[src/sv/fpsa_pkg.sv]
// Shared types and constants for the free page stack allocator.
package fpsa_pkg;

	// Request kinds
	localparam logic [1:0] REQ_ADD   = 2'd0;
	localparam logic [1:0] REQ_ALLOC = 2'd1;
	localparam logic [1:0] REQ_FREE  = 2'd2;
	localparam logic [1:0] REQ_QUERY = 2'd3;

	// Result status codes
	localparam logic [1:0] STAT_OK    = 2'd0;
	localparam logic [1:0] STAT_EMPTY = 2'd1;
	localparam logic [1:0] STAT_OVF   = 2'd2;
	localparam logic [1:0] STAT_INDEX = 2'd3;

	// Configuration register indexes
	localparam logic [1:0] CFG_PAGE_BITS    = 2'd0;
	localparam logic [1:0] CFG_KERNEL_START = 2'd1;
	localparam logic [1:0] CFG_KERNEL_END   = 2'd2;
	localparam logic [1:0] CFG_LOW_RESERVE  = 2'd3;

	// Configuration reset values and page size limits
	localparam logic [4:0]  PAGE_BITS_RST   = 5'd12;
	localparam logic [31:0] LOW_RESERVE_RST = 32'h0010_0000;
	localparam logic [4:0]  PAGE_BITS_MIN   = 5'd4;
	localparam logic [4:0]  PAGE_BITS_MAX   = 5'd22;
	localparam logic [31:0] ADDR_TOP        = 32'hffff_ffff;

	typedef struct packed {
		logic [1:0]  req_type;
		logic [7:0]  region_type;
		logic [31:0] region_base;
		logic [31:0] region_length;
		logic [31:0] freed_page;
		logic [11:0] entry_index;
	} req_t;

	typedef struct packed {
		logic [1:0]  status;
		logic [31:0] page_out;
		logic [12:0] pages_added;
		logic [12:0] free_count;
	} rsp_t;

	// Sequencer states
	typedef enum logic [3:0] {
		S_IDLE,
		S_END,
		S_RESERVE,
		S_KERNEL,
		S_ALIGN,
		S_PUSH,
		S_RESP
	} state_t;

	// Operands of the shared add / compare unit
	typedef struct packed {
		logic [32:0] add_a;
		logic [32:0] add_b;
		logic [32:0] cmp_a;
		logic [32:0] cmp_b;
	} alu_in_t;

	typedef struct packed {
		logic [32:0] sum;
		logic        lt;
	} alu_out_t;

endpackage

[src/sv/fpsa_alu.sv]
// Shared 33-bit adder and magnitude comparator used by the sequencer.
module fpsa_alu
	import fpsa_pkg::*;
(
	input  alu_in_t  alu_in,
	output alu_out_t alu_out
);

	assign alu_out.sum = 33'(alu_in.add_a + alu_in.add_b);
	assign alu_out.lt  = (alu_in.cmp_a < alu_in.cmp_b);

endmodule

[config.mk]
export PLATFORM = sky130hd
export DESIGN_NAME = fpsa_alu
export DESIGN_NICKNAME = d
export VERILOG_FILES = /design/src/sv/fpsa_pkg.sv /design/src/sv/fpsa_alu.sv
export SDC_FILE = /design/constraint.sdc
export NUM_CORES = 1
export LEC_CHECK = 0
export BUFFER_PORTS_ARGS = -buffer_cell sky130_fd_sc_hd__buf_2
export CAP_MARGIN = 40
export CORE_ASPECT_RATIO = 1.5
export CORE_MARGIN = 2
export CORE_UTILIZATION = 41
export DETAILED_ROUTE_END_ITERATION = 10
export PLACE_DENSITY = 0.81
export SLEW_MARGIN = 20
export SYNTH_ARGS = -nofsm -noshare
export SYNTH_HDL_FRONTEND = slang
export SYNTH_SLANG_ARGS = --single-unit
[constraint.sdc]
create_clock -name vclk -period 3.7
set_input_delay 0.74 -clock vclk [all_inputs]
set_output_delay 0.74 -clock vclk [all_outputs]
set_load 0.02 [all_outputs]
==> run metrics <==
status=complete, but fails checks; failing checks=setup timing; most used cell, CP=buf_6; initial antenna violation count=0; Port Buf Inserts=166; fmax=264.1 MHz; largest net degree at the start of global routing=9; gr usage total=23.98%; RSZ-0062 raised after global routing=true; via/cell ratio=5.593; register area share after synthesis=0%; max cap viols=0; ranking of synthesized cells by area=ha_1 31%, a21o_1 8.0%, a21oi_1 7.1%; gr ovfl total=0; ANT cells=0; first-pass GRT wire length=14.45 mm; # fillers=480; Final Cycle Share=102.3%; Post-Layout Cell Count=648; final worst setup slack=-0.08652 ns; pre-CTS setup slack=-0.2891 ns; Final Cell Area=4202 µm²; Final #Nets=773; Slowest Stage Delay on Critical Path=0.34 ns; final setup vio count=10; Max Slew Vio Count=0; wire per inst=15.73 µm; CP Capture Type=primary output; area share of the largest cell type after synthesis=30.61%; DRC viols=0; via count=3624; worst-margin pin slew=0.5292 ns; Hold Crit Class=input port to primary output; Unique masters post-synth=52; chip width=69.23 µm; Buf/Inv on CP=6; cell family with most CP delay=compound AO/OA/AOI/OAI gates; Critical Path Source Type=input port; Layout Utilization=68.04%; layout cell share with drive strength beyond 1=46.34%; Sequential Area=0 µm²; I/O pins=166; Worst slew margin=64.26%; Die Ht=101.8 µm; critical path peak fanout=4; synth-to-layout area growth=60.59%; vias in the first global route=3450; Ys Warns=0; Mapped Area=2616 µm²; final hold violations=0; TritonRoute pass-1 iters=4; Final ANT Viol Nets=0; FF+latch count=0; final WL=10.20 mm; Hold WS=1.811 ns; cell-by-cell trace of the critical path=buf_6, ha_4, fa_2, a21o_1, a221oi_4, buf_4, buf_6, nor2_4, buf_6, a31oi_4, buf_6, o41a_1, xnor2_1, buf_2; core footprint=6175 µm²; clock buffers=0; die footprint=7050 µm²; Mapped Nets=564; hold path depth=3; Pleak=0.002361 µW; syn avg cell area=7.129 µm²; initial core utilization=42.37%; Syn Inst Count=367; Iter 0 DRT Violations=180; CP Data Arrival Time=3.05 ns; CP Class=input port to primary output; Slowest-stage cell, CP=a221oi_4; crit path time final=3.787 ns; Pwr per Cell Area=203.9 nW/µm²; peak supply drop=0.0001530 V; Inst Count DP=634; largest area contributor in the netlist=ha_1; post-DP HPWL=8.123 mm; Critical Path Stages=14; most frequent cell after synthesis=ha_1; row count=35; gpl congestion=0.9169; Synth top cells by count=64 x ha_1, 41 x inv_1, 37 x a21oi_1; dpl cell area=3782 µm²; worst path required time=2.96 ns
==> routing by layer <==
metal,share of wire (%),vias up,GRT usage [%]
met4,2.9,0,5.128
met5,0,-,0
li1,-,1759,-
met2,57,193,52.37
met3,6.6,25,2.663
met1,34,1647,23.48
==> power breakdown <==
part / switching, µW / total, µW / internal, µW / leakage [µW]
logic: 462 / 857 / 395 / 0.00236
clock network: 0 / 0 / 0 / 0
registers: 0 / 0 / 0 / 0
==> layout by cell type (no fill, tap or decap), drive strengths merged, types with 5 or more instances in the layout <==
cell    count
a211oi      5
a21o       28
a21oi      38
a221oi      5
buf       220
ha         64
inv        41
nand2      26
nand3       7
nand4      17
nor2       29
o21ai      21
xnor2      18
xor2       12
==> path summary, 6_finish.rpt <==
check,start,endpoint,slack (ns)
worst max-delay path,alu_in[66],alu_out[31],-0.09
worst min-delay path,alu_in[99],alu_out[1],1.81
==> per-stage QoR <==
step	power [µW]	TNS, ns
floorplan	450.0	0
global placement	716.3	-0.7363
detailed placement	734.3	-1.339
CTS	769.8	-0.2632
global route	916.5	-0.9580
finish	856.9	-0.4050
==> kinds of logic after synthesis <==
logic type / after synthesis / synth area share [%]
mux: 1 / 0.3826
compound gates: 123 / 32.38
buf+inv: 54 / 8.370
fa+ha+maj: 65 / 31.37
xor+xnor: 30 / 10.04
simple gates: 94 / 17.46
==> cell type report <==
type | instances | area, µm² | area share (%)
repair buffers | 220 | 1292 | 30.76
well taps | 74 | 92.59 | 2.204
inverters | 41 | 153.9 | 3.663
multi-input cells | 313 | 2663 | 63.37
==> repair_timing <==
item	CTS	global route
endpoints found under the hold margin	0	0
hold buffers	0	0
endpoints found under the setup margin	11	17
pin swaps	17	24
cloned	0	0
buffers inserted	8	7
resized for setup	19	48
No activity file was read; power rests on OpenSTA's default activity.
